File: config.mk
export PLATFORM = sky130hd
export DESIGN_NAME = lrp_ram
export DESIGN_NICKNAME = d
export VERILOG_FILES = /design/src/rtl/lrp_ram.sv
export SDC_FILE = /design/constraint.sdc
export NUM_CORES = 1
export LEC_CHECK = 0
export BUFFER_PORTS_ARGS = -buffer_cell sky130_fd_sc_hd__buf_2
export CORE_MARGIN = 5
export CORE_UTILIZATION = 31
export CTS_BUF_LIST = sky130_fd_sc_hd__clkbuf_2 sky130_fd_sc_hd__clkbuf_4 sky130_fd_sc_hd__clkbuf_8
export DETAILED_ROUTE_END_ITERATION = 10
export GPL_ROUTABILITY_DRIVEN = 0
export SLEW_MARGIN = 0
export SYNTH_ARGS = -nofsm -noshare
export SYNTH_HDL_FRONTEND = slang
export SYNTH_SLANG_ARGS = --single-unit
File: constraint.sdc
create_clock -name clk -period 2.5 [get_ports clk]
set_input_delay 0.5 -clock clk [delete_from_list [all_inputs] [get_ports clk]]
set_output_delay 0.5 -clock clk [all_outputs]
set_load 0.01 [all_outputs]
File: src/rtl/lrp_ram.sv
// Generic single-port RAM with registered read data that holds between reads.
// No dependencies.
`timescale 1ns / 1ps

module lrp_ram #(
  parameter int WIDTH = 8,
  parameter int DEPTH = 64
) (
  input  logic                     clk,
  input  logic                     we,
  input  logic                     re,
  input  logic [$clog2(DEPTH)-1:0] addr,
  input  logic [WIDTH-1:0]         wd,
  output logic [WIDTH-1:0]         rd
);

  logic [WIDTH-1:0] mem [DEPTH];

  always_ff @(posedge clk) begin
    if (we) begin
      mem[addr] <= wd;
    end
    if (re) begin
      rd <= mem[addr];
    end
  end

endmodule

==> results of run 1 <==
-- state kept, by name, indices dropped and copies added (netlist names) --
register,flops
rd,8
mem,512
-- final timing paths --
path | to | slack [ns] | cells after the start
worst max-delay path | rd[1] | 0.13 | 8
worst min-delay path | rd[5] | 0.21 | 1
worst max register to register | rd[7] | 0.14 | 6
worst min register to register | rd[6] | 0.79 | 3
-- synthesized netlist by cell type, drive strengths merged (3+ instances only) --
master and number:
a21o 4, a211oi 6, clkbuf 36, a31oi 15, nand3 8, nand3b 12
mux2i 63, nor3b 3, o32ai 3, o221ai 9, mux2 12, inv 3
o21ai 11, a222oi 3, and4 6, nand2b 24, o22a 11, and2 10
nor2b 8, a211o 3, a22o 10, o31ai 5, nor2 82, a221oi 21
or4 3, and3 9, a22oi 40, nor4 3, o2bb2ai 7, a221o 11
buf 45, o22ai 22, nand4 3, edfxtp 520, mux4 41, or3b 5
a21oi 28, a32oi 7, nand2 45
-- power by group through the flow --
stage	Clock, W	Combinational [W]	Sequential, W
after floorplan	0	0.000525	0.00988
after CTS	0.00744	0.00120	0.00970
after global routing	0.00781	0.00127	0.00970
after detailed placement	0	0.00120	0.00988
after global placement	0	0.00118	0.00988
final	0.00727	0.00121	0.00970
-- cells by family after synthesis --
logic type / count (synthesis) / synth area share
compound gates: 222 / 0.0804
buf+inv: 84 / 0.0197
flops: 520 / 0.761
mux: 116 / 0.0823
simple gates: 229 / 0.0569
-- metal layers --
layer	global-route usage	up-vias	part of all wire
li1	-	5340	-
met1	0.212	6275	0.42
met2	0.245	539	0.47
met3	0.0386	114	0.080
met4	0.0512	2	0.028
met5	0	-	0.00023
-- stage by stage --
stage               utilization  instance area, sq um  worst slack, ns  instances  hold slack [ns]
floorplan                     -                 20500          -0.0988       1171            0.599
global route              0.385                 25300           0.0241       2382            0.178
detailed placement        0.359                 23600           -0.611       2228            0.778
global placement          0.359                 23600           -0.571       2228            0.755
finish                    0.385                 25300            0.130       2383            0.213
CTS                       0.385                 25300            0.110       2381            0.151
-- layout make-up --
cell class              count  area (sq um)  area share
diodes                      2          5.00    0.000198
clock buffers             105          1330      0.0527
clock inverters            48           325      0.0129
inverters                   3          11.3    0.000445
multi-input cells         567          4530       0.179
flip-flops and latches    520         15600       0.618
well taps                 864          1080      0.0428
repair buffers            274          2380      0.0943
-- worst max-delay path: stages --
cell	delay [ns]
buf_4	0.17
buf_12	0.26
nor2b_1	0.62
buf_4	0.23
a22oi_1	0.05
and3_1	0.18
o311ai_0	0.67
or4_1	0.21
==> flow_summary.ini, run 1 <==
[floorplan]
floorplan.initialDensity = 0.312
die_y_microns = 267
dieArea_sq_um = 71500
fp.dieW_microns = 267
io_pins = 25
core_sq_um = 65700
rows = 94

[route]
routed_wl_microns = 56100
drc = 0
vias = 12300
via_per_inst = 5.15
final_antenna_net_count = 0
first_pass_iters = 5
first_iter_violations = 1367
wl_per_cell_microns = 23.5

[worst_setup_path]
crit_arrival_ns = 2.91
cp_max_fo = 38
setup.worst_path.end_class = flip-flop
worstPathRequired_ns = 3.04
crit_path_start_kind = input port
reg2reg_from = mem[4][7]
critPathKind = in2reg
startpoint = addr[1]

[synth]
syn_area_per_cell_sq_um = 17.5
ys_types = 55
synth_top_area_share = 0.761
yosys-top-cells-area = edfxtp_1, mux4_2, mux2i_1, nor2_1, a22oi_1
synth_top_area_cell = edfxtp_1
yosysWarnings = 0
async_flop_share = 0
synthCells = 1171
syn_area_sq_um = 20500
seq_area_frac_synth = 0.761
synthFlopType = edfxtp_1
synth_seq_cells = 520
synth_enable_flop_cells = 520
synth_nets = 1188

[clocking]
post_cts_buffers = 0
cts_made_buffers = 85
postCtsHoldBufs = 0
cts_sinks = 520
path_clk_slew_ns = 0.07
cts.path.max_buffers = 3
cts_tree = yes
cts_root_buf = clkbuf_8
cts_resized = 0
htree_levels = 3
clkLatencyLatePin_ns = 0.68

[sta]
rsz0062_at_grt = false
report.final.slew_viol_count = 0
hold_violations = 0
maxSlewHeadroom = 0.241
timing.fmax_mhz = 422
skew_ns = 0.0272
worst_slew_pin_slew_ns = 1.14
fin_tns_setup_ns = 0
setup_violations = 0
min_period_ns = 2.37
min_period_over_period = 0.948

[power_and_ir_drop]
power_w = 0.0182
pwr-share-seq = 0.534
p_int_w = 0.0141
netSwitchingPower_w = 0.00409
ir_drop_mv = 0.322
combPwrFrac = 0.066
p_leak_nw = 8.54
power_density_nw_per_um2 = 719
pwr-share-clk = 0.400
p_sw_frac = 0.225

[layout]
syn_to_final_growth_pct = 23.2
final_cell_mix = edfxtp_1, buf_4, clkbuf_8
drive_gt1_frac = 0.307
nFillCells = 5990
nets = 1468
final_common_cell = edfxtp_1

[status]
status = finished clean

[grt]
grt_pass1_wl_microns = 82400
antenna_found_initial = 2
grt_start_max_net_pins = 65
track_usage = 0.155
grt_pass1_vias = 12400
grt_overflow = 0

[run]
drv_cap = 0

[min_path]
hold_class = in2reg
worstHoldStart = re

[placed_design]
dp_hpwl_microns = 37400
numPortBuffers = 24
Power figures use the tool's default switching activity.
==> run 2: changes to the inputs <==
==> constraint.sdc (replaced) <==
create_clock -name clk -period 2.68 [get_ports clk]
set_input_delay 0.536 -clock clk [delete_from_list [all_inputs] [get_ports clk]]
set_output_delay 0.536 -clock clk [all_outputs]
set_load 0.01 [all_outputs]
==> run 2 against run 1 <==
Net effect:
- clock-buffer cell count grew 2
- via count shrank 1.9%
- global-route usage shrank 0.088 points
- clock power shrank 2%
- worst hold slack gained 0.051 ns
- sequential share of layout area grew 0.76 points
- core utilization shrank 0.47 points
- combinational power shrank 11%
- critical path type unchanged
==> flow_summary.ini, run 2 (synthesis results as in run 1) <==
[worst_setup_path]
worstPathRequired_ns = 3.21
reg2reg_from = mem[6][7]
critPathKind = in2reg
cp_max_fo = 19
setup.worst_path.end_class = flip-flop
crit_buf_inv = 4
max_stage_delay_ns = 0.74
reg2reg_slack_ns = 0.30
cp.depth = 9
r2r_end = rd[7]
crit_family = simple AND/OR/NAND/NOR gates
reg2reg_depth = 6
crit_arrival_ns = 2.93
path_cells = buf_6 > nor2b_1 > buf_12 > a221oi_1 > buf_4 > o32ai_1 > nor4_1 > nand4_1 > buf_4
path_common_cell = buf_4
crit_end = rd[0]
crit_path_start_kind = input port
slowest_stage = nor2b_1
startpoint = addr[2]

[floorplan]
rows = 94
io_pins = 25
fp.dieW_microns = 267
die_y_microns = 267
core_sq_um = 65700
floorplan.initialDensity = 0.312
dieArea_sq_um = 71500

[layout]
final_cell_mix = edfxtp_1, buf_4, clkbuf_8
largestRegisters = mem x512, rd x8
largest_register = mem
fin_cells = 2350
nFillCells = 5981
nets = 1434
drive_gt1_frac = 0.292
syn_to_final_growth_pct = 21.7
final_common_cell = edfxtp_1
largest_reg_flops = 512

[grt]
track_usage = 0.154
grt_overflow = 0
grt_start_max_net_pins = 65
grt_pass1_vias = 12300
antenna_found_initial = 1
grt_pass1_wl_microns = 81300

[sta]
maxSlewHeadroom = 0.343
skew_ns = 0.0328
report.final.slew_viol_count = 0
rsz0062_at_grt = false
min_period_over_period = 0.898
timing.fmax_mhz = 416
setup_violations = 0
worst_slew_pin_slew_ns = 0.985
min_period_ns = 2.41
hold_violations = 0

[route]
wl_per_cell_microns = 23.6
routed_wl_microns = 55500
via_per_inst = 5.12
first_pass_iters = 5
drc = 0
vias = 12000
first_iter_violations = 1031
final_antenna_net_count = 0

[power_and_ir_drop]
power_w = 0.0172
p_leak_nw = 8.40
power_density_nw_per_um2 = 689
ir_drop_mv = 0.365

[placed_design]
dp.cells = 2195
dp_hpwl_microns = 37000
numPortBuffers = 24

[clocking]
post_cts_buffers = 0
cts_sinks = 520
cts_root_buf = clkbuf_8
htree_levels = 3
path_clk_slew_ns = 0.06
postCtsHoldBufs = 0
cts_made_buffers = 84
cts_resized = 0
clkLatencyLatePin_ns = 0.66
cts.path.max_buffers = 3
cts_tree = yes

[min_path]
hold_class = in2reg

[status]
status = finished clean

[run]
drv_cap = 0
[run 2: cell types whose count changed in the layout (fill, tap and decap cells not counted), sizes merged]
| cell | before | now |
|---|---|---|
| clkbuf | 105 | 107 |
| buf | 274 | 241 |
| clkinv | 37 | 35 |
| inv | 3 | 5 |
| bufinv | 4 | 7 |
| clkinvlp | 7 | 2 |
[run 2: final cells by class]
| class | instances | area (sq um) | area share |
|---|---|---|---|
| diodes | 2 | 5.00 | 0.000200 |
| clock buffers | 107 | 1350 | 0.0539 |
| clock inverters | 46 | 397 | 0.0159 |
| well taps | 864 | 1080 | 0.0433 |
| flip-flops and latches | 520 | 15600 | 0.625 |
| multi-input cells | 567 | 4510 | 0.181 |
| inverters | 3 | 11.3 | 0.000451 |
| repair buffers | 241 | 2010 | 0.0805 |
[run 2: worst min-delay path by stage]
stage          startpoint   endpoint  slack, ns  depth (start not counted)
3_5_place_dp   mem[34][1]      rd[1]       0.81                          4
3_3_place_gp   mem[39][1]      rd[1]       0.84                          4
4_1_cts                re      rd[7]       0.21                          1
2_1_floorplan       wd[0]  mem[0][0]       0.63                          0
5_1_grt                re      rd[7]       0.23                          1
6_report               re      rd[7]       0.26                          1
[run 2: per-layer routing]
layer  GRT usage  vias up  part of all wire
met5           0        -                 0
met4      0.0581        0             0.032
met3      0.0473      103             0.094
met2       0.242      541              0.46
met1       0.204     6115              0.41
li1            -     5272                 -
[run 2: power by group]
part / switching [W] / internal, W / leakage, nW
clock network: 0.00310 / 0.00399 / 0.923
registers: 0.0000268 / 0.00902 / 4.69
logic: 0.000659 / 0.000423 / 2.80
[run 2: metrics by stage]
step           utilization  hold slack (ns)  setup TNS [ns]  cell area (sq um)  setup slack (ns)
5_1_grt              0.380            0.231               0              25000             0.227
2_1_floorplan            -            0.635               0              20500            0.0452
3_5_place_dp         0.353            0.813           -2.27              23200            -0.274
4_1_cts              0.380            0.213               0              25000             0.332
3_3_place_gp         0.353            0.842           -2.50              23200            -0.324
6_report             0.380            0.263               0              25000             0.274
[run 2: worst register-to-register path, delay by kind of cell, from the launching register on]
kind / cells / cell delay (ns)
mux: 2 / 0.76
simple gates: 1 / 0.56
flops: 1 / 0.36
compound gates: 2 / 0.32
buf+inv: 1 / 0.15
==> run 3: changes to the inputs <==
--- a/config.mk
+++ b/config.mk
@@ -11,6 +11,7 @@
 export CTS_BUF_LIST = sky130_fd_sc_hd__clkbuf_2 sky130_fd_sc_hd__clkbuf_4 sky130_fd_sc_hd__clkbuf_8
 export DETAILED_ROUTE_END_ITERATION = 10
 export GPL_ROUTABILITY_DRIVEN = 0
+export SETUP_SLACK_MARGIN = 0.3
 export SLEW_MARGIN = 0
 export SYNTH_ARGS = -nofsm -noshare
 export SYNTH_HDL_FRONTEND = slang
==> run 3 against run 2 <==
Net effect:
- register-to-register slack better by 0.08 ns
- fmax rose by 4.6%
- critical path type is now reg2reg
- global-route usage grew 0.40 points
- clock power fell by 0.7%
- total power is essentially flat
- sequential power is essentially flat
- highest routed layer is now met5
==> flow_summary.ini, run 3 (synthesis results as in run 1) <==
[grt]
grt_overflow = 0
antenna_found_initial = 2
grt_pass1_vias = 12500
grt_pass1_wl_microns = 83900
grt_start_max_net_pins = 65
track_usage = 0.158

[sta]
worst_slew_pin_slew_ns = 0.888
min_period_over_period = 0.858
min_period_ns = 2.30
hold_violations = 0
skew_ns = 0.0347
maxSlewHeadroom = 0.407
rsz0062_at_grt = false
setup_violations = 0
finalHoldWorstSlack_ns = 0.280
report.final.slew_viol_count = 0
timing.fmax_mhz = 435
setup_ws_ns = 0.379

[worst_setup_path]
reg2reg_slack_ns = 0.38
critPathKind = reg2reg
slowest_stage = or4b_1
cp_max_fo = 1
crit_path_start_kind = flip-flop
crit_arrival_ns = 2.70
max_stage_delay_ns = 0.55
path_cells = mux4_2 > mux2i_1 > o22a_1 > o21ai_1 > or4b_1
setup.worst_path.end_class = flip-flop
worstPathRequired_ns = 3.08

[route]
via_per_inst = 5.13
first_iter_violations = 1067
vias = 12100
drc = 0
first_pass_iters = 5
wl_per_cell_microns = 24.1
final_antenna_net_count = 0
routed_wl_microns = 56900

[clocking]
cts_made_buffers = 85
path_clk_slew_ns = 0.06
post_cts_buffers = 0
postCtsHoldBufs = 0
cts_sinks = 520
cts_root_buf = clkbuf_8
clkLatencyLatePin_ns = 0.68
htree_levels = 3
cts.path.max_buffers = 3
cts_tree = yes

[placed_design]
numPortBuffers = 24
pre_cts_ws_ns = -0.394
dp_hpwl_microns = 38100
dp.cells = 2203

[floorplan]
io_pins = 25
dieArea_sq_um = 71500
rows = 94
floorplan.initialDensity = 0.312
core_sq_um = 65700
die_y_microns = 267
fp.dieW_microns = 267

[power_and_ir_drop]
combPwrFrac = 0.065
p_int_w = 0.0134
power_density_nw_per_um2 = 672
p_sw_frac = 0.221
ir_drop_mv = 0.313
pwr-share-seq = 0.526
p_leak_nw = 8.53
pwr-share-clk = 0.409
netSwitchingPower_w = 0.00381

[run]
drv_cap = 0

[layout]
nets = 1443
largestRegisters = mem x512, rd x8
largest_register = mem
final_common_cell = edfxtp_1
fin_cells = 2360
nFillCells = 5919
largest_reg_flops = 512
final_cell_mix = edfxtp_1, buf_4, clkbuf_8
drive_gt1_frac = 0.328
syn_to_final_growth_pct = 24.8

[status]
status = finished clean

[min_path]
hold_class = in2reg
==> run 3: cell types whose count changed in the layout (fill, tap and decap cells not counted), moves of 3 or more <==
cell / before / now
nor2_1: 81 / 41
nor2_4: 0 / 28
buf_12: 20 / 44
buf_4: 199 / 182
clkbuf_4: 20 / 34
nor2_2: 1 / 13
clkinv_2: 18 / 7
nand3_1: 8 / 5
nand3_4: 0 / 3
==> run 3: power groups by stage <==
stage	combinational, W	clock [W]	sequential [W]
after floorplan	0.000514	0	0.00921
after global placement	0.00111	0	0.00922
after detailed placement	0.00112	0	0.00922
after CTS	0.00113	0.00719	0.00905
after global routing	0.00119	0.00756	0.00905
final	0.00113	0.00704	0.00905
==> run 3: path summary, 6_finish.rpt <==
path                    from    end  depth (start not counted)
hold reg to reg   mem[34][1]  rd[1]                          4
setup reg to reg  mem[55][5]  rd[5]                          5
setup / recovery  mem[55][5]  rd[5]                          5
hold / removal            re  rd[2]                          1
==> run 3: timing repair <==
item | in CTS | in global routing
resized for setup | 1 | 2
setup endpoints to repair | 1 | 2
gates cloned | 0 | 0
==> run 3: per-stage QoR <==
stage / setup TNS [ns] / utilization / power [W] / cell area [sq um]
floorplan: 0 / - / 0.00973 / 20800
global placement: -1.89 / 0.363 / 0.0103 / 23900
detailed placement: -2.16 / 0.363 / 0.0103 / 23900
CTS: 0 / 0.390 / 0.0174 / 25600
global route: 0 / 0.390 / 0.0178 / 25600
finish: 0 / 0.390 / 0.0172 / 25600
==> run 3: metal layers <==
metal	vias to the layer above	wire length (microns)	share of wire	GRT usage
li1	5297	-	-	-
met1	6211	24100	0.42	0.212
met2	501	27100	0.48	0.257
met3	96	4200	0.074	0.0402
met4	2	1470	0.026	0.0469
met5	-	20	0.00035	0
==> run 3: cell type report <==
cell class,count,area (sq um),share of cell area
antenna,2,5.00,0.000195
tap,864,1080,0.0422
sequential,520,15600,0.609
clock buffer,119,1430,0.0556
clock inverter,36,310,0.0121
multi-input combinational,567,4800,0.187
inverter,3,11.3,0.000439
timing repair buffer,249,2370,0.0927
==> run 3: worst max-delay path: cells and delay by family, from the launching register on <==
family / cells / cell delay (ns)
muxes: 2 / 0.72
and+or+nand+nor: 1 / 0.55
AOI/OAI and AO/OA: 2 / 0.43
DFF: 1 / 0.36
