--- config.mk ---
export PLATFORM = sky130hd
export DESIGN_NAME = lrp_seq
export DESIGN_NICKNAME = d
export VERILOG_FILES = /design/src/rtl/lrp_pkg.sv /design/src/rtl/lrp_seq.sv
export SDC_FILE = /design/constraint.sdc
export NUM_CORES = 1
export LEC_CHECK = 0
export ABC_AREA = 0
export BUFFER_PORTS_ARGS = -buffer_cell sky130_fd_sc_hd__buf_2
export CELL_PAD_IN_SITES_DETAIL_PLACEMENT = 1
export CELL_PAD_IN_SITES_GLOBAL_PLACEMENT = 1
export CORE_MARGIN = 4
export CORE_UTILIZATION = 35
export CTS_BUF_LIST = sky130_fd_sc_hd__clkbuf_8
export CTS_CLUSTER_DIAMETER = 200
export DETAILED_ROUTE_END_ITERATION = 12
export MAX_ROUTING_LAYER = met4
export PLACE_DENSITY = 0.95
export RECOVER_POWER = 50
export SYNTH_ARGS = -nofsm -noshare
export SYNTH_HDL_FRONTEND = slang
export SYNTH_SLANG_ARGS = --single-unit
--- constraint.sdc ---
create_clock -name clk -period 4.2 [get_ports clk]
set_input_delay 0.84 -clock clk [delete_from_list [all_inputs] [get_ports clk]]
set_output_delay 0.84 -clock clk [all_outputs]
set_load 0.01 [all_outputs]
--- src/rtl/lrp_pkg.sv ---
// Shared types, sizes and codes of the LR table parser driver.
// No dependencies; every other file refers to it by scoped names.
`timescale 1ns / 1ps

package lrp_pkg;

  // Table sizes
  localparam int NUM_STATES       = 256;
  localparam int NUM_TERMINALS    = 64;
  localparam int NUM_NONTERMINALS = 64;
  localparam int NUM_RULES        = 256;
  localparam int STACK_DEPTH      = 64;
  localparam int REDUCE_LIMIT     = 63;

  // Field widths of the request and result payloads
  localparam int MODE_W  = 2;
  localparam int STATE_W = 8;
  localparam int SYM_W   = 6;
  localparam int KIND_W  = 2;
  localparam int LEN_W   = 4;
  localparam int EVENT_W = 3;

  // Store entry widths
  localparam int ACT_W  = KIND_W + STATE_W;
  localparam int GOTO_W = 1 + STATE_W;
  localparam int RULE_W = LEN_W + SYM_W;

  // Store depths and address widths
  localparam int ACT_DEPTH  = NUM_STATES * NUM_TERMINALS;
  localparam int GOTO_DEPTH = NUM_STATES * NUM_NONTERMINALS;
  localparam int ACT_AW     = $clog2(ACT_DEPTH);
  localparam int GOTO_AW    = $clog2(GOTO_DEPTH);
  localparam int TAB_AW     = (ACT_AW > GOTO_AW) ? ACT_AW : GOTO_AW;
  localparam int RULE_DEPTH = (NUM_RULES > 1) ? NUM_RULES : 2;
  localparam int RULE_AW    = $clog2(RULE_DEPTH);
  localparam int SP_AW      = $clog2(STACK_DEPTH);
  localparam int LVL_W      = $clog2(STACK_DEPTH + 1);
  localparam int RED_W      = $clog2(REDUCE_LIMIT + 1);

  typedef enum logic [MODE_W-1:0] {
    MODE_ACT_WR  = 2'd0,
    MODE_GOTO_WR = 2'd1,
    MODE_RULE_WR = 2'd2,
    MODE_TOKEN   = 2'd3
  } mode_t;

  typedef enum logic [KIND_W-1:0] {
    KIND_ERROR  = 2'd0,
    KIND_SHIFT  = 2'd1,
    KIND_REDUCE = 2'd2,
    KIND_ACCEPT = 2'd3
  } kind_t;

  typedef enum logic [EVENT_W-1:0] {
    EV_SHIFT   = 3'd0,
    EV_REDUCE  = 3'd1,
    EV_ACCEPT  = 3'd2,
    EV_NOACT   = 3'd3,
    EV_NOGOTO  = 3'd4,
    EV_OVER    = 3'd5,
    EV_UNDER   = 3'd6,
    EV_LIMIT   = 3'd7
  } event_t;

  typedef enum logic [2:0] {
    ST_IDLE,
    ST_ACT,
    ST_RULE,
    ST_BELOW,
    ST_GOTO
  } seq_state_t;

  // Request to the shared table index unit
  typedef struct packed {
    logic [STATE_W-1:0] row;
    logic [SYM_W-1:0]   col;
    logic               sel_goto;
  } idx_req_t;

  typedef struct packed {
    logic [TAB_AW-1:0] addr;
    logic              ok;
  } idx_rsp_t;

  // Memory port controls from the sequencer
  typedef struct packed {
    logic               act_we;
    logic               act_re;
    logic [ACT_AW-1:0]  act_addr;
    logic [ACT_W-1:0]   act_wd;
    logic               goto_we;
    logic               goto_re;
    logic [GOTO_AW-1:0] goto_addr;
    logic [GOTO_W-1:0]  goto_wd;
    logic               rule_we;
    logic               rule_re;
    logic [RULE_AW-1:0] rule_addr;
    logic [RULE_W-1:0]  rule_wd;
    logic               stk_we;
    logic               stk_re;
    logic [SP_AW-1:0]   stk_addr;
    logic [STATE_W-1:0] stk_wd;
  } mem_ctl_t;

  typedef struct packed {
    logic [ACT_W-1:0]   act_rd;
    logic [GOTO_W-1:0]  goto_rd;
    logic [RULE_W-1:0]  rule_rd;
    logic [STATE_W-1:0] stk_rd;
  } mem_rd_t;

endpackage

--- src/rtl/lrp_seq.sv ---
// Parse sequencer: request intake, action/rule/stack/goto steps, result register.
// Depends on lrp_pkg; drives the stores and the shared index unit.
`timescale 1ns / 1ps

module lrp_seq (
  input  logic                          clk,
  input  logic                          rst,
  input  logic                          in_valid,
  output logic                          in_ready,
  input  logic [lrp_pkg::MODE_W-1:0]    mode,
  input  logic [lrp_pkg::STATE_W-1:0]   table_state,
  input  logic [lrp_pkg::SYM_W-1:0]     table_symbol,
  input  logic [lrp_pkg::KIND_W-1:0]    action_kind,
  input  logic [lrp_pkg::STATE_W-1:0]   action_target,
  input  logic [lrp_pkg::STATE_W-1:0]   goto_target,
  input  logic                          goto_valid,
  input  logic [lrp_pkg::STATE_W-1:0]   rule_index,
  input  logic [lrp_pkg::LEN_W-1:0]     rule_length,
  input  logic [lrp_pkg::SYM_W-1:0]     rule_lhs,
  input  logic [lrp_pkg::SYM_W-1:0]     token_kind,
  output logic                          out_valid,
  input  logic                          out_ready,
  output logic [lrp_pkg::EVENT_W-1:0]   event_res,
  output logic [lrp_pkg::STATE_W-1:0]   number,
  output logic [lrp_pkg::STATE_W-1:0]   top_state,
  output logic                          last,
  output lrp_pkg::idx_req_t             idx_req,
  input  lrp_pkg::idx_rsp_t             idx_rsp,
  output lrp_pkg::mem_ctl_t             mem_ctl,
  input  lrp_pkg::mem_rd_t              mem_rd
);

  lrp_pkg::seq_state_t state, state_next;

  logic [lrp_pkg::LVL_W-1:0]   level, level_next;
  logic [lrp_pkg::STATE_W-1:0] top, top_next;
  logic [lrp_pkg::SYM_W-1:0]   tok, tok_next;
  logic [lrp_pkg::RED_W-1:0]   red_cnt, red_cnt_next;
  logic [lrp_pkg::STATE_W-1:0] rule_num, rule_num_next;
  logic [lrp_pkg::SYM_W-1:0]   lhs, lhs_next;
  logic [lrp_pkg::STATE_W-1:0] below, below_next;
  logic                        below_zero, below_zero_next;
  logic                        look_ok, look_ok_next;

  logic                        emit;
  lrp_pkg::event_t             emit_event;
  lrp_pkg::event_t             out_event;
  logic [lrp_pkg::STATE_W-1:0] emit_number;
  logic [lrp_pkg::STATE_W-1:0] emit_top;
  logic                        emit_last;
  logic                        stack_clear;
  logic                        slot_free;

  lrp_pkg::mode_t              in_mode;
  lrp_pkg::kind_t              act_kind;
  logic [lrp_pkg::STATE_W-1:0] act_tgt;
  logic [lrp_pkg::LEN_W-1:0]   rule_len;
  logic [lrp_pkg::LVL_W-1:0]   pop_level;
  logic [lrp_pkg::STATE_W-1:0] below_val;
  logic                        g_ok;
  logic [lrp_pkg::STATE_W-1:0] g_tgt;

  assign in_ready  = (state == lrp_pkg::ST_IDLE);
  assign slot_free = !out_valid || out_ready;
  assign in_mode   = lrp_pkg::mode_t'(mode);
  assign act_kind  = look_ok ? lrp_pkg::kind_t'(mem_rd.act_rd[lrp_pkg::ACT_W-1 -: lrp_pkg::KIND_W])
                             : lrp_pkg::KIND_ERROR;
  assign act_tgt   = mem_rd.act_rd[lrp_pkg::STATE_W-1:0];
  assign rule_len  = mem_rd.rule_rd[lrp_pkg::RULE_W-1 -: lrp_pkg::LEN_W];
  assign pop_level = level - lrp_pkg::LVL_W'(rule_len);
  assign below_val = below_zero ? '0 : mem_rd.stk_rd;
  assign g_ok      = look_ok && mem_rd.goto_rd[lrp_pkg::GOTO_W-1];
  assign g_tgt     = mem_rd.goto_rd[lrp_pkg::STATE_W-1:0];

  assign event_res = out_event;

  always_ff @(posedge clk) begin
    if (rst) begin
      state <= lrp_pkg::ST_IDLE;
    end else begin
      state <= state_next;
    end
  end

  always_comb begin
    state_next      = state;
    level_next      = level;
    top_next        = top;
    tok_next        = tok;
    red_cnt_next    = red_cnt;
    rule_num_next   = rule_num;
    lhs_next        = lhs;
    below_next      = below;
    below_zero_next = below_zero;
    look_ok_next    = look_ok;
    emit            = 1'b0;
    emit_event      = lrp_pkg::EV_SHIFT;
    emit_number     = top;
    emit_top        = '0;
    emit_last       = 1'b1;
    stack_clear     = 1'b0;
    mem_ctl         = '0;
    idx_req.row      = table_state;
    idx_req.col      = table_symbol;
    idx_req.sel_goto = (in_mode == lrp_pkg::MODE_GOTO_WR);

    unique case (state)
      lrp_pkg::ST_IDLE: begin
        if (in_mode == lrp_pkg::MODE_TOKEN) begin
          idx_req.row = top;
          idx_req.col = token_kind;
        end
        if (in_valid) begin
          unique case (in_mode)
            lrp_pkg::MODE_ACT_WR: begin
              mem_ctl.act_we   = idx_rsp.ok;
              mem_ctl.act_addr = idx_rsp.addr[lrp_pkg::ACT_AW-1:0];
              mem_ctl.act_wd   = {action_kind, action_target};
            end
            lrp_pkg::MODE_GOTO_WR: begin
              mem_ctl.goto_we   = idx_rsp.ok;
              mem_ctl.goto_addr = idx_rsp.addr[lrp_pkg::GOTO_AW-1:0];
              mem_ctl.goto_wd   = {goto_valid, goto_target};
            end
            lrp_pkg::MODE_RULE_WR: begin
              mem_ctl.rule_we   = 32'(rule_index) < lrp_pkg::NUM_RULES;
              mem_ctl.rule_addr = lrp_pkg::RULE_AW'(rule_index);
              mem_ctl.rule_wd   = {rule_length, rule_lhs};
            end
            lrp_pkg::MODE_TOKEN: begin
              mem_ctl.act_re   = 1'b1;
              mem_ctl.act_addr = idx_rsp.addr[lrp_pkg::ACT_AW-1:0];
              look_ok_next     = idx_rsp.ok;
              tok_next         = token_kind;
              red_cnt_next     = '0;
              state_next       = lrp_pkg::ST_ACT;
            end
          endcase
        end
      end

      lrp_pkg::ST_ACT: begin
        unique case (act_kind)
          lrp_pkg::KIND_SHIFT: begin
            if (slot_free) begin
              emit       = 1'b1;
              state_next = lrp_pkg::ST_IDLE;
              if (32'(level) >= lrp_pkg::STACK_DEPTH) begin
                emit_event  = lrp_pkg::EV_OVER;
                stack_clear = 1'b1;
              end else begin
                mem_ctl.stk_we   = 1'b1;
                mem_ctl.stk_addr = lrp_pkg::SP_AW'(level);
                mem_ctl.stk_wd   = act_tgt;
                level_next       = level + lrp_pkg::LVL_W'(1);
                top_next         = act_tgt;
                emit_event       = lrp_pkg::EV_SHIFT;
                emit_number      = act_tgt;
                emit_top         = act_tgt;
              end
            end
          end
          lrp_pkg::KIND_ACCEPT: begin
            if (slot_free) begin
              emit        = 1'b1;
              emit_event  = lrp_pkg::EV_ACCEPT;
              stack_clear = 1'b1;
              state_next  = lrp_pkg::ST_IDLE;
            end
          end
          lrp_pkg::KIND_REDUCE: begin
            if (32'(act_tgt) >= lrp_pkg::NUM_RULES) begin
              if (slot_free) begin
                emit        = 1'b1;
                emit_event  = lrp_pkg::EV_NOACT;
                stack_clear = 1'b1;
                state_next  = lrp_pkg::ST_IDLE;
              end
            end else if (32'(red_cnt) >= lrp_pkg::REDUCE_LIMIT) begin
              if (slot_free) begin
                emit        = 1'b1;
                emit_event  = lrp_pkg::EV_LIMIT;
                stack_clear = 1'b1;
                state_next  = lrp_pkg::ST_IDLE;
              end
            end else begin
              mem_ctl.rule_re   = 1'b1;
              mem_ctl.rule_addr = lrp_pkg::RULE_AW'(act_tgt);
              rule_num_next     = act_tgt;
              state_next        = lrp_pkg::ST_RULE;
            end
          end
          lrp_pkg::KIND_ERROR: begin
            if (slot_free) begin
              emit        = 1'b1;
              emit_event  = lrp_pkg::EV_NOACT;
              stack_clear = 1'b1;
              state_next  = lrp_pkg::ST_IDLE;
            end
          end
        endcase
      end

      lrp_pkg::ST_RULE: begin
        if (32'(rule_len) > 32'(level) - 32'd1) begin
          if (slot_free) begin
            emit        = 1'b1;
            emit_event  = lrp_pkg::EV_UNDER;
            stack_clear = 1'b1;
            state_next  = lrp_pkg::ST_IDLE;
          end
        end else begin
          level_next       = pop_level;
          mem_ctl.stk_re   = 1'b1;
          mem_ctl.stk_addr = lrp_pkg::SP_AW'(pop_level - lrp_pkg::LVL_W'(1));
          below_zero_next  = (pop_level == lrp_pkg::LVL_W'(1));
          lhs_next         = mem_rd.rule_rd[lrp_pkg::SYM_W-1:0];
          state_next       = lrp_pkg::ST_BELOW;
        end
      end

      lrp_pkg::ST_BELOW: begin
        idx_req.row       = below_val;
        idx_req.col       = lhs;
        idx_req.sel_goto  = 1'b1;
        mem_ctl.goto_re   = 1'b1;
        mem_ctl.goto_addr = idx_rsp.addr[lrp_pkg::GOTO_AW-1:0];
        look_ok_next      = idx_rsp.ok;
        below_next        = below_val;
        state_next        = lrp_pkg::ST_GOTO;
      end

      lrp_pkg::ST_GOTO: begin
        idx_req.row      = g_tgt;
        idx_req.col      = tok;
        idx_req.sel_goto = 1'b0;
        if (slot_free) begin
          emit = 1'b1;
          if (!g_ok) begin
            emit_event  = lrp_pkg::EV_NOGOTO;
            emit_number = below;
            stack_clear = 1'b1;
            state_next  = lrp_pkg::ST_IDLE;
          end else begin
            mem_ctl.stk_we   = 1'b1;
            mem_ctl.stk_addr = lrp_pkg::SP_AW'(level);
            mem_ctl.stk_wd   = g_tgt;
            level_next       = level + lrp_pkg::LVL_W'(1);
            top_next         = g_tgt;
            red_cnt_next     = red_cnt + lrp_pkg::RED_W'(1);
            emit_event       = lrp_pkg::EV_REDUCE;
            emit_number      = rule_num;
            emit_top         = g_tgt;
            emit_last        = 1'b0;
            // retry the same token from the new top
            mem_ctl.act_re   = 1'b1;
            mem_ctl.act_addr = idx_rsp.addr[lrp_pkg::ACT_AW-1:0];
            look_ok_next     = idx_rsp.ok;
            state_next       = lrp_pkg::ST_ACT;
          end
        end
      end

      default: begin
        state_next = lrp_pkg::ST_IDLE;
      end
    endcase

    if (stack_clear) begin
      level_next = lrp_pkg::LVL_W'(1);
      top_next   = '0;
    end
  end

  always_ff @(posedge clk) begin
    if (rst) begin
      level      <= lrp_pkg::LVL_W'(1);
      top        <= '0;
      out_valid  <= 1'b0;
    end else begin
      level <= level_next;
      top   <= top_next;
      if (emit) begin
        out_valid <= 1'b1;
      end else if (out_ready) begin
        out_valid <= 1'b0;
      end
    end
  end

  always_ff @(posedge clk) begin
    tok        <= tok_next;
    red_cnt    <= red_cnt_next;
    rule_num   <= rule_num_next;
    lhs        <= lhs_next;
    below      <= below_next;
    below_zero <= below_zero_next;
    look_ok    <= look_ok_next;
    if (emit) begin
      out_event <= emit_event;
      number    <= emit_number;
      top_state <= emit_top;
      last      <= emit_last;
    end
  end

endmodule

==> flow_metrics.py <==
metrics = {
    "status": {
        "outcome": "finished clean",
    },
    "grt": {
        "wire_length_of_the_first_global_routing_pass_um": 32600,
        "grt_antenna_before_repair": 4,
        "first_global_vias": 5701,
        "grt_start_max_net_pins": 27,
        "global_route.overflow_total": 0,
        "gr_util_all_layers_pct": 26.2,
    },
    "routing": {
        "wl_per_cell_um": 23.1,
        "wl_final_um": 22300,
        "drt-initial-drc-count": 598,
        "post_drt_via_cell_ratio": 5.78,
        "drc": 0,
        "final_antenna_net_count": 0,
        "dr.pass1.iters": 7,
        "vias": 5574,
    },
    "yosys": {
        "yosys_register_bits": 75,
        "synth-seq-area-share_pct": 40.4,
        "post_synth_edffs": 56,
        "post_synthesis_instance_area_um2": 5100,
        "fraction_of_registers_with_async_set_or_reset_after_synthesis_pct": 0,
        "most_common_flop_cell_mapped_by_yosys": "edfxtp_1",
        "postSynthNetCount": 676,
        "count_of_different_cell_masters_after_synthesis": 77,
        "synth_warn": 0,
        "syn_area_per_cell_um2": 9.47,
        "syn-instance-count": 539,
    },
    "run": {
        "timing.max_cap.violations": 0,
    },
    "layout": {
        "non_filler_cells_final": 965,
        "num-nets-final": 912,
        "seq_area_um2": 2060,
        "drive_gt1_share_pct": 32.3,
        "fillerInstances": 1757,
        "synth_to_layout_area_growth_pct": 30.5,
        "multi_input_area_um2": 2770,
    },
    "worst_hold_path": {
        "endpoint_of_the_worst_hold_timing_path": "top[7]$_SDFFE_PP0P_",
        "worstHoldPathCells": 2,
        "hold_path_class": "reg -> reg",
        "worst_min_delay_path_startpoint": "top[7]$_SDFFE_PP0P_",
    },
    "critical_path": {
        "worstRegToRegCells": 10,
        "critPathMaxFanout": 8,
        "regToRegEndpoint": "number[6]$_DFFE_PP_",
        "worst_ep_required_time_ns": 3.36,
        "path_delay_family": "compound AO/OA/AOI/OAI gates",
        "cpPeakStageDelay_ns": 0.50,
        "arrival_time_of_the_worst_setup_path_ns": 3.19,
        "timing.critical_path.to_type": "primary output",
        "critical_path.reg2reg.startpoint": "level[0]$_SDFFE_PP1P_",
        "timing.critical_path.slowest_stage_cell": "dfxtp_1",
        "worstPathBufferInverterCount": 3,
        "setup_slack_on_the_worst_flop_to_flop_path_ns": 0.40,
        "worstPathCellList": "inv_1, ha_1, xnor2_1, ha_1, and4_1, a211o_1, o21ai_4, inv_1, nand3_1, a21bo_1, buf_2",
        "setup.worst_path.start_class": "flip-flop",
        "worst-setup-path-type": "reg -> out",
    },
    "power_and_ir_drop": {
        "power.sequential.fraction_pct": 44.8,
        "switching_portion_of_total_power_pct": 29.3,
        "cellInternalPower_mw": 1.30,
        "clockPowerShare_pct": 35.7,
        "power_per_cell_area_nw_per_um2": 275,
        "ir_drop_v": 0.000163,
        "power_leakage_nw": 3.02,
        "power.net_switching_mw": 0.536,
        "combPwrFrac_pct": 19.5,
    },
    "placed_design": {
        "placedCellCount": 944,
        "preCtsSetupSlack_ns": 0.334,
        "hpwl_detailed_um": 17200,
        "port_buffers": 238,
        "place_congestion": 0.950,
    },
    "floorplan": {
        "die_y_um": 129,
        "start_util_pct": 36.2,
        "dieArea_um2": 16600,
        "floorplan.die.width_um": 129,
        "placeableCoreArea_um2": 14100,
        "rows": 43,
        "design.portCount": 239,
    },
    "cts": {
        "cts_hold_repair.buffers": 0,
        "num_clock_sinks": 75,
        "cts.clk_slew.worst_paths_ns": 0.09,
        "tritoncts_buffer_count": 9,
        "clkLatencyLatePin_ns": 0.36,
        "ctsLongestPathBuffers": 2,
        "clock_tree_from_tritoncts": "built",
        "cts-root-buf": "clkbuf_8",
        "cts-htree-levels": 3,
    },
    "timing": {
        "fin_worst_skew_ns": 0.0125,
        "period_needed_ns": 4.03,
        "fmax_ghz": 0.248,
        "slew-limit-headroom_pct": 29.5,
        "hold_viol": 0,
        "layout_worst_path_cycle_share_pct": 96.0,
        "drv_slew": 0,
        "finalSetupViolCount": 0,
        "hold-worst-slack_ns": 0.532,
        "worst_slew_pin_slew_ns": 1.06,
        "fin_tns_setup_ns": 0,
        "rsz0062_at_grt": "false",
        "layout_setup_ws_ns": 0.167,
    },
}
[synth_stat cells (12+ instances only)]
master     n  area share (%)
nand3_1   13             1.3
edfxtp_1  56              33
nand2_1   50             3.7
o21ai_0   17             1.7
a22o_1    17             2.9
inv_1     22             1.6
a21oi_1   27             2.6
dfxtp_1   19             7.5
ha_1      21             5.1
a222oi_1  12             2.4
clkbuf_1  18             1.3
nor2_1    32             2.4
nor2b_1   25             3.1
and2_1    47             5.8
[logic make-up after synthesis]
family          count (synthesis)  synth area share [%]
compound gates                143                  20.6
xor+xnor                       14                  2.40
fa+ha+maj                      22                  5.54
buf+inv                        58                  5.17
flops                          75                  40.4
mux                            11                  2.18
simple gates                  216                  23.7
[power groups by stage]
stage	sequential (mW)	clock [mW]	combinational (mW)
5_1_grt	0.823	0.700	0.385
2_1_floorplan	0.836	0	0.184
4_1_cts	0.821	0.661	0.360
6_report	0.821	0.655	0.358
3_3_place_gp	0.836	0	0.339
3_5_place_dp	0.837	0	0.354
[layer usage]
metal  part of all wire (%)  GRT usage [%]  vias up
met3                    8.6           5.48       78
met1                     36           30.0     2733
met4                    4.7           11.4        0
met2                     51           44.1      305
li1                       -              -     2458
met5                      0              -        -
[flip-flops by register name (all words and copies together) (netlist names), 3 cells and up]
name and flops:
lhs 6, top 8, level 7, state 3, tok 6, below 8
rule_num 8, event_res 3, top_state 8, number 8, red_cnt 6
[cell type report]
class                      count  share of cell area, %
sequential                    75                   31.0
timing repair buffer         256                   19.0
clock inverter                 7                   1.58
antenna                        5                  0.188
multi-input combinational    406                   41.5
tap                          180                   3.38
clock buffer                   9                   1.86
inverter                      27                   1.54
[timing repair]
| item | 4_1_cts | 5_1_grt |
|---|---|---|
| resized for setup | 0 | 1 |
| endpoints found under the setup margin | 0 | 1 |
| buffers inserted | 0 | 0 |
| hold endpoints to repair | 0 | 0 |
[placed cells by master, fill, tap and decap left out, types with 3 or more instances in the layout]
cell,n
edfxtp_1,56
nor3b_1,3
clkbuf_8,9
nor2b_1,25
a22oi_1,10
inv_6,3
diode_2,5
buf_2,196
and3_1,5
nand3_1,13
dfxtp_1,19
xor2_1,5
mux2i_1,10
nor2_1,33
nor3_1,8
ha_1,21
and2_0,4
a21oi_1,27
inv_2,3
clkbuf_1,45
inv_1,23
a222oi_1,12
nand2_1,50
o211ai_1,3
o22ai_1,11
o21ai_1,3
nand2b_1,7
a211oi_1,8
a22o_1,17
a21o_1,3
and2_1,43
xnor2_1,9
buf_4,15
o21ai_0,17
o31ai_1,4
or3_1,4
[worst max-delay path by stage]
| stage | startpoint | endpoint | cells after the start | slack (ns) |
|---|---|---|---|---|
| 3_3_place_gp | mem_rd[14] | mem_ctl[12] | 11 | 0.44 |
| 6_report | level[0]$_SDFFE_PP1P_ | mem_ctl[12] | 11 | 0.17 |
| 3_5_place_dp | mem_rd[14] | mem_ctl[12] | 12 | 0.33 |
| 5_1_grt | level[0]$_SDFFE_PP1P_ | mem_ctl[12] | 11 | 0.03 |
| 4_1_cts | level[0]$_SDFFE_PP1P_ | mem_ctl[12] | 11 | 0.13 |
| 2_1_floorplan | mem_rd[14] | mem_ctl[12] | 10 | 0.71 |
[worst reg2reg max path: cells and delay by family (launching register included)]
kind	cells	cell delay [ns]
AO/OA/AOI/OAI	2	0.51
XOR/XNOR	1	0.15
adder cells (fa/ha/maj)	2	0.59
buffers and inverters	2	0.49
flip-flops	1	0.50
AND/OR/NAND/NOR	3	1.23
[metrics by stage]
stage               cell area [um^2]  power [mW]  util, %
floorplan                       5100        1.02        -
global placement                6490        1.18     46.1
detailed placement              6490        1.19     46.1
CTS                             6720        1.84     47.7
global route                    6660        1.91     47.2
finish                          6660        1.83     47.2
(Power assumes the default switching activity.)
